<file path="src/design/cmhm_pkg.sv">
// ----------------------------------------------------------------------------
// cmhm_pkg: shared types and constants for the chained hash map unit
// Operation codes, command and response item layouts, hash constants.
// ----------------------------------------------------------------------------
`default_nettype none

package cmhm_pkg;

  localparam logic [1:0] OP_INSERT = 2'd0;
  localparam logic [1:0] OP_LOOKUP = 2'd1;
  localparam logic [1:0] OP_REMOVE = 2'd2;
  localparam logic [1:0] OP_CLEAR  = 2'd3;

  localparam logic        ST_OK        = 1'b0;
  localparam logic        ST_POOL_FULL = 1'b1;

  localparam logic [30:0] HASH_XOR      = 31'h7FFF_FFFF;
  localparam logic [10:0] BUCKETS_RESET = 11'd1024;

  typedef struct packed {
    logic [1:0]  op;
    logic [63:0] key;
    logic [63:0] value;
  } in_item_t;

  typedef struct packed {
    logic        found;
    logic [63:0] value_out;
    logic        status;
    logic [10:0] entry_count;
  } out_item_t;

endpackage

`default_nettype wire

</file>
<file path="src/design/cmhm_bucket_calc.sv">
// ----------------------------------------------------------------------------
// cmhm_bucket_calc: bucket index of a key
// Integer mixing of the key, then a bit-serial remainder by the
// clamped bucket count, one quotient bit per cycle.
// ----------------------------------------------------------------------------
`default_nettype none

module cmhm_bucket_calc import cmhm_pkg::*; #(
  parameter int MAX_BUCKETS = 1024,
  parameter int BW          = 10
) (
  input  wire logic          clk,
  input  wire logic          rst,
  input  wire logic          start,
  input  wire logic [63:0]   key,
  input  wire logic [10:0]   bucket_count,
  output logic               done,
  output logic [BW-1:0]      bucket
);

  localparam logic [2:0] P_IDLE = 3'd0;
  localparam logic [2:0] P_MIX2 = 3'd1;
  localparam logic [2:0] P_MIX3 = 3'd2;
  localparam logic [2:0] P_MIX4 = 3'd3;
  localparam logic [2:0] P_DIV  = 3'd4;

  logic [2:0]  phase;
  logic [63:0] h;
  logic [30:0] dvd;
  logic [10:0] rem;
  logic [10:0] nb;
  logic [4:0]  cnt;

  logic [10:0] nb_clamped;
  logic [63:0] t2, t3, t4;
  logic [11:0] r_shift;
  logic [11:0] r_sub;
  logic [10:0] rem_next;

  always_comb begin
    if (bucket_count == 11'd0) begin
      nb_clamped = 11'd1;
    end else if ({6'd0, bucket_count} > 17'(MAX_BUCKETS)) begin
      nb_clamped = 11'(MAX_BUCKETS);
    end else begin
      nb_clamped = bucket_count;
    end
    t2       = h ^ (h >> 31);
    t3       = h ^ (h >> 11);
    t4       = h ^ (h >> 22);
    r_shift  = {rem, dvd[30]};
    r_sub    = r_shift - {1'b0, nb};
    rem_next = (r_shift >= {1'b0, nb}) ? r_sub[10:0] : r_shift[10:0];
  end

  always_ff @(posedge clk) begin
    if (rst) begin
      phase <= P_IDLE;
      done  <= 1'b0;
    end else begin
      done <= 1'b0;
      case (phase)
        P_IDLE: begin
          if (start) begin
            h     <= (~key) + (key << 18);
            nb    <= nb_clamped;
            phase <= P_MIX2;
          end
        end
        P_MIX2: begin
          // times 21 as 16 + 4 + 1
          h     <= (t2 << 4) + (t2 << 2) + t2;
          phase <= P_MIX3;
        end
        P_MIX3: begin
          h     <= t3 + (t3 << 6);
          phase <= P_MIX4;
        end
        P_MIX4: begin
          dvd   <= {2'b00, t4[31:3]} ^ HASH_XOR;
          rem   <= 11'd0;
          cnt   <= 5'd0;
          phase <= P_DIV;
        end
        P_DIV: begin
          rem <= rem_next;
          dvd <= {dvd[29:0], 1'b0};
          cnt <= cnt + 5'd1;
          if (cnt == 5'd30) begin
            bucket <= BW'(rem_next);
            done   <= 1'b1;
            phase  <= P_IDLE;
          end
        end
        default: phase <= P_IDLE;
      endcase
    end
  end

endmodule

`default_nettype wire

</file>
<file path="config.mk">
export PLATFORM = sky130hd
export DESIGN_NAME = cmhm_bucket_calc
export DESIGN_NICKNAME = d
export VERILOG_FILES = /design/src/design/cmhm_pkg.sv /design/src/design/cmhm_bucket_calc.sv
export SDC_FILE = /design/constraint.sdc
export NUM_CORES = 1
export LEC_CHECK = 0
export BUFFER_PORTS_ARGS = -buffer_cell sky130_fd_sc_hd__buf_2
export CAP_MARGIN = 30
export CORE_ASPECT_RATIO = 1.5
export CORE_UTILIZATION = 58
export CTS_CLUSTER_SIZE = 40
export DETAILED_ROUTE_END_ITERATION = 7
export PLACE_DENSITY = 0.77
export SLEW_MARGIN = 20
export SYNTH_ARGS = -nofsm -noshare
export SYNTH_HDL_FRONTEND = slang
export SYNTH_SLANG_ARGS = --single-unit
</file>
<file path="constraint.sdc">
create_clock -name clk -period 12.32 [get_ports clk]
set_input_delay 1.232 -clock clk [delete_from_list [all_inputs] [get_ports clk]]
set_output_delay 1.232 -clock clk [all_outputs]
set_load 0.05 [all_outputs]
</file>
==> insert_results.sql, run 1 <==
INSERT INTO impl_metrics (metric_group, metric, value, unit) VALUES
('timing', 'timing_worst_slew_pin_value', '0.9297', 'ns'),
('global_route', 'grt_util_all_layers', '40.17', '%'),
('cts', 'post_cts.resized_instances', '0', ''),
('placement', 'globalplace.congestion', '1.046', ''),
('worst_setup_path', 'setup_slack_on_the_worst_flop_to_flop_path', '7.00', 'ns'),
('floorplan', 'pin_count', '89', ''),
('yosys', 'yosys.cell_types.count', '68', ''),
('cts', 'clock_tree_from_tritoncts', 'yes', ''),
('floorplan', 'placeable_core_region', '30940', 'um2'),
('timing', 'hold_viol_final', '0', ''),
('final_layout', 'final.fill_count', '2715', ''),
('hold_path', 'min_delay_worst_endpoint', 'dvd[29]', ''),
('timing', 'max_freq', '188.1', 'MHz'),
('worst_setup_path', 'critPathArrivalTime', '5.50', 'ns'),
('cts', 'cts-buffers-inserted', '17', ''),
('floorplan', 'dieHeight', '218.7', 'um'),
('cts', 'worst_setup_hold_path_clk_slew', '0.06', 'ns'),
('yosys', 'synth-warning-count', '0', ''),
('worst_setup_path', 'crit_path_cell_trace', 'xor2_1 -> ha_1 -> ha_1 -> inv_1 -> fa_1 -> nor2b_1 -> o2111ai_1 -> a21oi_1 -> o31a_1 -> o22a_1 -> a21oi_1 -> o21ai_0 -> a21bo_2 -> mux2i_1 -> nand3_1', ''),
('cts', 'clk-insertion-delay-late', '0.45', 'ns'),
('yosys', 'synth.top_cells.by_count', '227 x a21oi_1, 211 x xor2_1, 206 x ha_1', ''),
('worst_setup_path', 'critPathCaptureType', 'flop', ''),
('final_layout', 'area_growth_syn_to_layout', '6.880', '%'),
('placement', 'dp_hpwl', '52370', 'um'),
('worst_setup_path', 'type_of_the_setup_path_with_the_least_slack', 'reg -> reg', ''),
('yosys', 'sequential_to_total_area_share_from_yosys_stat', '22.28', '%'),
('drt', 'wl_met3', '5107', 'um'),
('yosys', 'synth.top_cell.area_share', '21.84', '%'),
('yosys', 'syn_area_per_cell', '8.379', 'um2'),
('timing', 'fin_tns_setup', '0', 'ns'),
('worst_setup_path', 'worst-r2r-cell-count', '15', ''),
('worst_setup_path', 'r2r-start', 'h[33]', ''),
('run', 'drv_cap', '0', ''),
('drt', 'vias', '17440', ''),
('global_route', 'grt_start_max_net_pins', '66', ''),
('drt', 'drt-met1-wl', '24140', 'um'),
('outcome', 'status', 'complete, no violations', ''),
('hold_path', 'worst_hold_path.num_cells', '1', ''),
('final_layout', 'layout.nets', '2503', ''),
('global_route', 'grt_first_pass_wirelength', '96570', 'um'),
('yosys', 'synth.cell_area', '18150', 'um2'),
('timing', 'slew_viol_final', '0', ''),
('timing', 'maxSlewHeadroom', '38.02', '%'),
('cts', 'clock_path_buffers', '2', ''),
('floorplan', 'floorplan.rows', '79', ''),
('worst_setup_path', 'critical_path.reg2reg.endpoint', 'h[61]', ''),
('global_route', 'grt_overflow_total', '0', ''),
('drt', 'firstDrtPassIters', '6', ''),
('cts', 'root_buffer', 'clkbuf_16', ''),
('global_route', 'first_global_vias', '16760', ''),
('yosys', 'ys_top_cells_by_area', 'edfxtp_1 22%, ha_1 14%, xor2_1 10%', ''),
('yosys', 'synthDominantAreaCellType', 'edfxtp_1', ''),
('placement', 'io_buffers', '88', ''),
('drt', 'met2_length', '30910', 'um'),
('floorplan', 'design.die.area', '32020', 'um2'),
('yosys', 'yosys.cell_count.top_type', 'a21oi_1', ''),
('drt', 'post_drt_wl_per_cell', '24.74', 'um'),
('cts', 'cts-htree-levels', '4', ''),
('worst_setup_path', 'worst-endpoint-required', '12.51', 'ns'),
('drt', 'drt-total-wl', '64390', 'um'),
('yosys', 'synthArstFlopShare', '0', '%'),
('yosys', 'netlist_instances', '2166', ''),
('worst_setup_path', 'worst_path_dominant_cell_family', 'compound AO/OA/AOI/OAI gates', ''),
('cts', 'clock-sinks', '136', ''),
('hold_path', 'timing.hold.worst.start', 'dvd[28]', ''),
('worst_setup_path', 'crit_path_top_delay_cell', 'edfxtp_1', ''),
('worst_setup_path', 'worst-path-buf-inv', '1', ''),
('drt', 'total_drc_errors_in_the_routed_layout', '0', ''),
('timing', 'setup_skew_after_layout', '0.01185', 'ns'),
('drt', 'route.antenna.remaining_nets', '0', ''),
('worst_setup_path', 'critical_path.startpoint_type', 'flop', '');
==> per-stage QoR <==
stage	area, um2	cells	hold slack [ns]	util (%)
4_1_cts	19390	2602	0.5237	62.68
6_report	19400	2603	0.5160	62.70
3_5_place_dp	18830	2570	0.5056	60.87
2_1_floorplan	18150	2166	0.4773	-
3_3_place_gp	18820	2569	0.5027	60.84
5_1_grt	19400	2603	0.5451	62.70
==> per-layer routing <==
| layer | vias up | GRT usage, % |
|---|---|---|
| li1 | 7990 | - |
| met5 | - | 0 |
| met1 | 8241 | 47.45 |
| met3 | 221 | 5.324 |
| met4 | 0 | 24.83 |
| met2 | 985 | 68.98 |
==> layout by cell type, fill, tap and decap left out, types with 7 or more instances in the layout <==
cell	instances
a21oi_1	226
xor2_1	211
ha_1	206
nand2_1	152
o21ai_0	145
edfxtp_1	132
nor2_1	129
inv_1	108
a21o_1	107
xnor2_1	90
buf_2	88
nand4_1	41
nand3_1	36
a22oi_1	34
fa_1	34
o21bai_1	32
nor2b_1	30
a31oi_1	27
nor3_1	26
and2_1	25
o221ai_1	24
and3_1	22
o211ai_1	21
o21a_1	19
clkbuf_16	17
nand2b_1	16
a211oi_1	15
buf_4	11
or3_1	9
mux2_2	9
mux2i_1	8
a21boi_0	8
nor4_1	8
or2_2	7
and4_1	7
nor3b_1	7
o31ai_1	7
o22ai_1	7
==> sequential cells by signal (all words and copies together), names as in the netlist <==
name / cells
done: 1
cnt: 5
nb: 11
dvd: 31
rem: 11
bucket: 10
phase: 3
h: 64
==> worst register-to-register path, delay by kind of cell (launching register included) <==
kind                     cells  cell delay [ns]
multiplexers                 1             0.36
adder cells (fa/ha/maj)      3             0.87
AND/OR/NAND/NOR              2             0.33
flip-flops                   1             0.69
XOR/XNOR                     1             0.54
AO/OA/AOI/OAI                7             2.21
buffers and inverters        1             0.05
==> cells by family after synthesis <==
kind of cell,share of synthesized area [%]
AO/OA/AOI/OAI,25.80
XOR/XNOR,14.53
adder cells (fa/ha/maj),17.95
buffers and inverters,4.309
flip-flops,22.28
multiplexers,0.9996
AND/OR/NAND/NOR,14.13
==> final cells by class <==
class | count | area [um2] | share of cell area [%]
clock inverters | 13 | 128.9 | 0.6643
well taps | 405 | 506.7 | 2.612
repair buffers | 100 | 528.0 | 2.722
multi-input cells | 1822 | 13350 | 68.83
clock buffers | 19 | 432.9 | 2.232
inverters | 108 | 405.4 | 2.090
flip-flops and latches | 136 | 4044 | 20.85
==> how the worst max path moves through the flow <==
| stage | from | end | slack, ns | depth (start not counted) |
|---|---|---|---|---|
| floorplan | rst | h[0] | 0.05 | 2 |
| global placement | h[35] | h[60] | 7.16 | 15 |
| detailed placement | h[35] | h[60] | 7.15 | 15 |
| CTS | h[35] | h[60] | 7.10 | 15 |
| global route | h[33] | h[63] | 6.85 | 15 |
| finish | h[33] | h[61] | 7.00 | 15 |
Power of run 1 is not shown: default switching activity piles up to over one toggle a cycle in this logic, so the estimate is an artifact.
==> run 2: changes to the inputs <==
ABC_AREA = 1   (was default)
CORE_UTILIZATION = 59   (was 58)
PLACE_DENSITY = 0.78   (was 0.77)
clock period = 4.8 ns   (was 12.32 ns; I/O delays follow)
==> run 2 against run 1 <==
The run now fails in global routing (5_1_grt). Synthesized area grew 28%. Synthesized cell count grew 82%.
==> insert_results.sql, run 2 <==
INSERT INTO impl_metrics (metric_group, metric, value, unit) VALUES
('yosys', 'ys_dominant_reg_cell', 'edfxtp_1', ''),
('outcome', 'outcome.stop_stage', 'global routing (5_1_grt)', ''),
('floorplan', 'floorplan.rows', '88', ''),
('cts', 'cts-htree-levels', '4', ''),
('floorplan', 'dieHeight', '244.6', 'um'),
('cts', 'clock-sinks', '136', ''),
('global_route', 'grt_start_max_net_pins', '59', ''),
('yosys', 'synthArstFlopShare', '0', '%'),
('yosys', 'synth.cell_area', '23140', 'um2'),
('outcome', 'status', 'aborted with a tool error', ''),
('global_route', 'grt_util_all_layers', '52.78', '%'),
('yosys', 'synth-warning-count', '0', ''),
('yosys', 'yosys.cell_types.count', '46', ''),
('yosys', 'sequential_to_total_area_share_from_yosys_stat', '17.47', '%'),
('cts', 'cts-buffers-inserted', '17', ''),
('yosys', 'ys_top_cells_by_area', 'nand2_1 23%, edfxtp_1 17%, inv_1 13%', ''),
('placement', 'dp_hpwl', '83680', 'um'),
('yosys', 'syn_area_per_cell', '5.882', 'um2'),
('cts', 'clock_path_buffers', '2', ''),
('cts', 'postCtsSetupRepairBufs', '0', ''),
('global_route', 'grt_overflow_total', '15', ''),
('placement', 'io_buffers', '88', ''),
('yosys', 'synth.top_cell.area_share', '22.87', '%'),
('floorplan', 'die_w', '163.7', 'um'),
('cts', 'post_cts.resized_instances', '0', ''),
('placement', 'globalplace.congestion', '1.120', ''),
('cts', 'root_buffer', 'clkbuf_16', ''),
('yosys', 'count_of_flip_flops_with_a_built_in_enable_after_synthesis', '132', ''),
('yosys', 'ys_ff_latch', '136', ''),
('yosys', 'yosys.cell_count.top_type', 'nand2_1', ''),
('floorplan', 'initial_utilization', '60.06', '%'),
('yosys', 'synthesis.nets', '4253', ''),
('placement', 'placed_cell_area', '24240', 'um2'),
('cts', 'cts_hold_buf', '0', ''),
('yosys', 'synth.top_cells.by_count', '1410 x nand2_1, 793 x inv_1, 304 x nor2_1', ''),
('yosys', 'synthDominantAreaCellType', 'nand2_1', ''),
('floorplan', 'pin_count', '89', ''),
('global_route', 'grt_first_pass_wirelength', '155400', 'um'),
('outcome', 'flow.first_error', '[ERROR GRT-0116] Global routing finished with congestion. Check the congestion regions in the DRC Viewer.', ''),
('yosys', 'netlist_instances', '3935', ''),
('global_route', 'first_global_vias', '26730', '');
-- run 2: changes by cell type after synthesis, sizes merged, moves of 30 or more --
cell    previous run  this run
nand2            153      1424
inv              108       805
nand3             36       290
nor2             130       317
xor2             211       129
a21o             107        30
clkbuf            97        20
a21oi            227       167
o21ai            146        90
xnor2             90        44
or2                7        48
a22oi             34         0
nor2b             30         0
-- run 2: stage by stage --
step	worst slack, ns	hold slack, ns	util, %	cells
floorplan	0.1346	0.4818	-	3935
global placement	0.6596	0.4902	62.84	4503
detailed placement	0.6284	0.5032	62.89	4504
CTS	0.6288	0.2106	64.59	4536
-- run 2: cell families after synthesis --
group / Yosys count / share of synthesized area (%)
and+or+nand+nor: 2209 / 39.92
buffers and inverters: 845 / 13.86
AOI/OAI and AO/OA: 332 / 8.120
adders and majority gates: 240 / 14.08
xor gates and xnor gates: 173 / 6.547
DFF: 136 / 17.47
-- run 2: per-layer routing --
metal | global-route usage (%) | overflow
met4 | 56.59 | 9
met2 | 84.85 | 6
met3 | 17.25 | 0
met5 | 0 | 0
met1 | 50.68 | 0
==> run 3: changes to the inputs <==
CORE_ASPECT_RATIO = default   (was 1.5)
CORE_UTILIZATION = 40   (was 59)
CTS_CLUSTER_SIZE = default   (was 40)
PLACE_DENSITY = default   (was 0.78)
PLACE_DENSITY_LB_ADDON = 0.15   (was default)
clock period = 6.24 ns   (was 4.8 ns; I/O delays follow)
==> run 3 against run 2 <==
The run now ends clean. Synthesized area unchanged. Synthesized cell count unchanged.
==> insert_results.sql, run 3 <==
INSERT INTO impl_metrics (metric_group, metric, value, unit) VALUES
('drt', 'detail_route.vias_per_cell', '5.150', ''),
('final_layout', 'layout-drive-gt1-share', '5.736', '%'),
('global_route', 'grt_overflow_total', '0', ''),
('cts', 'clk-insertion-delay-late', '0.45', 'ns'),
('timing', 'slew_viol_final', '0', ''),
('floorplan', 'floorplan.rows', '87', ''),
('global_route', 'grt_start_max_net_pins', '65', ''),
('cts', 'cts_hold_buf', '0', ''),
('yosys', 'ys_ff_latch', '136', ''),
('final_layout', 'reg.largest.list', 'h: 64 flops, dvd: 31 flops', ''),
('cts', 'worst_setup_hold_path_clk_slew', '0.06', 'ns'),
('yosys', 'netlist_instances', '3935', ''),
('timing', 'rsz0062_at_grt', 'false', ''),
('global_route', 'grt_util_all_layers', '32.04', '%'),
('yosys', 'synthesis.nets', '4253', ''),
('yosys', 'yosys.cell_count.top_type', 'nand2_1', ''),
('global_route', 'groute.layer.met1.usage', '40.54', '%'),
('final_layout', 'layout.nets', '4332', ''),
('floorplan', 'die_w', '242.5', 'um'),
('drt', 'post_drt_wl_per_cell', '19.80', 'um'),
('global_route', 'gr_peak_layer', 'met2', ''),
('yosys', 'synthArstFlopShare', '0', '%'),
('global_route', 'grt_first_pass_wirelength', '140500', 'um'),
('yosys', 'syn_area_per_cell', '5.882', 'um2'),
('final_layout', 'final_cell_mix', '1410 x nand2_1, 792 x inv_1, 304 x nor2_1, 285 x nand3_1, 206 x ha_1', ''),
('drt', 'vias', '24640', ''),
('yosys', 'count_of_flip_flops_with_a_built_in_enable_after_synthesis', '132', ''),
('timing', 'hold_viol_final', '0', ''),
('placement', 'io_buffers', '88', ''),
('cts', 'postCtsSetupRepairBufs', '0', ''),
('cts', 'cts-htree-levels', '4', ''),
('cts', 'root_buffer', 'clkbuf_16', ''),
('yosys', 'yosys.cell_types.count', '46', ''),
('worst_setup_path', 'type_of_the_setup_path_with_the_least_slack', 'reg -> reg', ''),
('timing', 'fin_tns_setup', '0', 'ns'),
('global_route', 'antenna_violations_before_repair', '4', ''),
('worst_setup_path', 'crit_path_start', 'h[45]', ''),
('timing', 'timing_worst_slew_pin_value', '0.9970', 'ns'),
('yosys', 'ys_top_cells_by_area', 'nand2_1 23%, edfxtp_1 17%, inv_1 13%', ''),
('timing', 'final.min_clock_period', '4.253', 'ns'),
('yosys', 'synthDominantAreaCellType', 'nand2_1', ''),
('drt', 'route.antenna.remaining_nets', '0', ''),
('timing', 'setup_skew_after_layout', '0.01077', 'ns'),
('placement', 'dp_hpwl', '81650', 'um'),
('timing', 'period_share', '68.16', '%'),
('cts', 'clock_path_buffers', '2', ''),
('drt', 'firstDrtPassIters', '8', ''),
('global_route', 'grt_met3_usage', '6.469', '%'),
('yosys', 'synth.cell_area', '23140', 'um2'),
('floorplan', 'initial_utilization', '40.73', '%'),
('yosys', 'synth.top_cell.area_share', '22.87', '%'),
('final_layout', 'largest_register_by_flop_count', 'h', ''),
('worst_setup_path', 'r2r-start', 'h[45]', ''),
('final_layout', 'final.fill_count', '6397', ''),
('global_route', 'first_global_vias', '22910', ''),
('global_route', 'grt.met2_usage', '51.50', '%'),
('run', 'drv_cap', '0', ''),
('cts', 'clock-sinks', '136', ''),
('yosys', 'synth.top_cells.by_count', '1410 x nand2_1, 793 x inv_1, 304 x nor2_1', ''),
('worst_setup_path', 'critical_path_peak_fanout', '7', ''),
('drt', 'drt-total-wl', '94740', 'um'),
('worst_setup_path', 'critPathArrivalTime', '4.42', 'ns'),
('floorplan', 'placeable_core_region', '56820', 'um2'),
('yosys', 'ys_dominant_reg_cell', 'edfxtp_1', ''),
('worst_setup_path', 'critical_path.startpoint_type', 'flop', ''),
('floorplan', 'design.die.area', '58830', 'um2'),
('drt', 'first_iter_violations', '2302', ''),
('hold_path', 'timing.hold.worst.start', 'bucket_count[10]', ''),
('drt', 'total_drc_errors_in_the_routed_layout', '0', ''),
('final_layout', 'area_growth_syn_to_layout', '8.044', '%'),
('floorplan', 'dieHeight', '242.5', 'um'),
('final_layout', 'largest_reg_flops', '64', ''),
('cts', 'cts-buffers-inserted', '17', ''),
('timing', 'maxSlewHeadroom', '33.53', '%'),
('floorplan', 'pin_count', '89', ''),
('cts', 'clock_tree_from_tritoncts', 'yes', ''),
('yosys', 'synth-warning-count', '0', ''),
('hold_path', 'hold_path_class', 'in -> reg', ''),
('final_layout', 'layout.cells.most_common', 'nand2_1', ''),
('worst_setup_path', 'critPathCaptureType', 'flop', ''),
('timing', 'setup_viol_count_final', '0', ''),
('cts', 'post_cts.resized_instances', '0', ''),
('timing', 'max_freq', '235.1', 'MHz'),
('placement', 'globalplace.congestion', '1.019', ''),
('worst_setup_path', 'worst-endpoint-required', '6.41', 'ns'),
('yosys', 'sequential_to_total_area_share_from_yosys_stat', '17.47', '%'),
('outcome', 'status', 'complete, no violations', '');
-- run 3: cell counts after synthesis --
No cell type changed its count.
-- run 3: path summary, 6_finish.rpt --
path,to,slack (ns),depth (start not counted)
setup / recovery,h[24],1.99,13
hold / removal,nb[10],0.38,1
setup reg to reg,h[24],1.99,13
hold reg to reg,dvd[29],0.51,1
-- run 3: layer usage --
layer / wire (um) / up-vias
met2: 42000 / 1015
met5: 11 / -
li1: - / 12410
met4: 5201 / 2
met3: 8235 / 197
met1: 39290 / 11020
-- run 3: cell type report --
type	count	area [um2]	share of cell area (%)
Antenna cell	2	5.005	0.02001
Clock buffer	18	429.2	1.716
Clock inverter	14	126.4	0.5054
Sequential cell	136	4044	16.17
Timing Repair Buffer	100	530.5	2.121
Inverter	805	3022	12.08
Tap cell	756	945.9	3.783
Multi-Input combinational cell	2954	15900	63.60
-- run 3: worst max-delay path, stage by stage (launching register included) --
cell and delay [ns]:
edfxtp_1 0.83, xor2_1 0.49, xnor2_1 0.17, inv_1 0.06, ha_1 0.27, ha_1 0.38, nand2_1 0.18, inv_1 0.06
nand2_1 0.06, nand2_1 0.07, a21oi_1 0.31, nand3_1 0.36, o21ai_0 0.59, nand3_1 0.14
-- run 3: per-stage QoR --
| step | util, % | worst slack [ns] | cells | instance area (um2) | hold WS [ns] |
|---|---|---|---|---|---|
| after floorplan | - | 1.575 | 3935 | 23140 | 0.4818 |
| after detailed placement | 43.02 | 2.107 | 4751 | 24450 | 0.4982 |
| after CTS | 44.00 | 2.085 | 4783 | 25000 | 0.3617 |
| after global placement | 43.01 | 2.068 | 4750 | 24440 | 0.5042 |
| final | 44.01 | 1.987 | 4785 | 25010 | 0.3775 |
| after global routing | 44.00 | 1.872 | 4783 | 25000 | 0.3732 |
-- run 3: kinds of logic (layout without fill, tap and decap cells) --
family                     after synthesis  after routing  synth area share, %
xor gates and xnor gates               173            173                6.547
buffers and inverters                  845            937                13.86
AOI/OAI and AO/OA                      332            332                8.120
and+or+nand+nor                       2209           2209                39.92
DFF                                    136            136                17.47
adders and majority gates              240            240                14.08
other                                    0              2                    0
Power of run 3 is left out for the same reason.
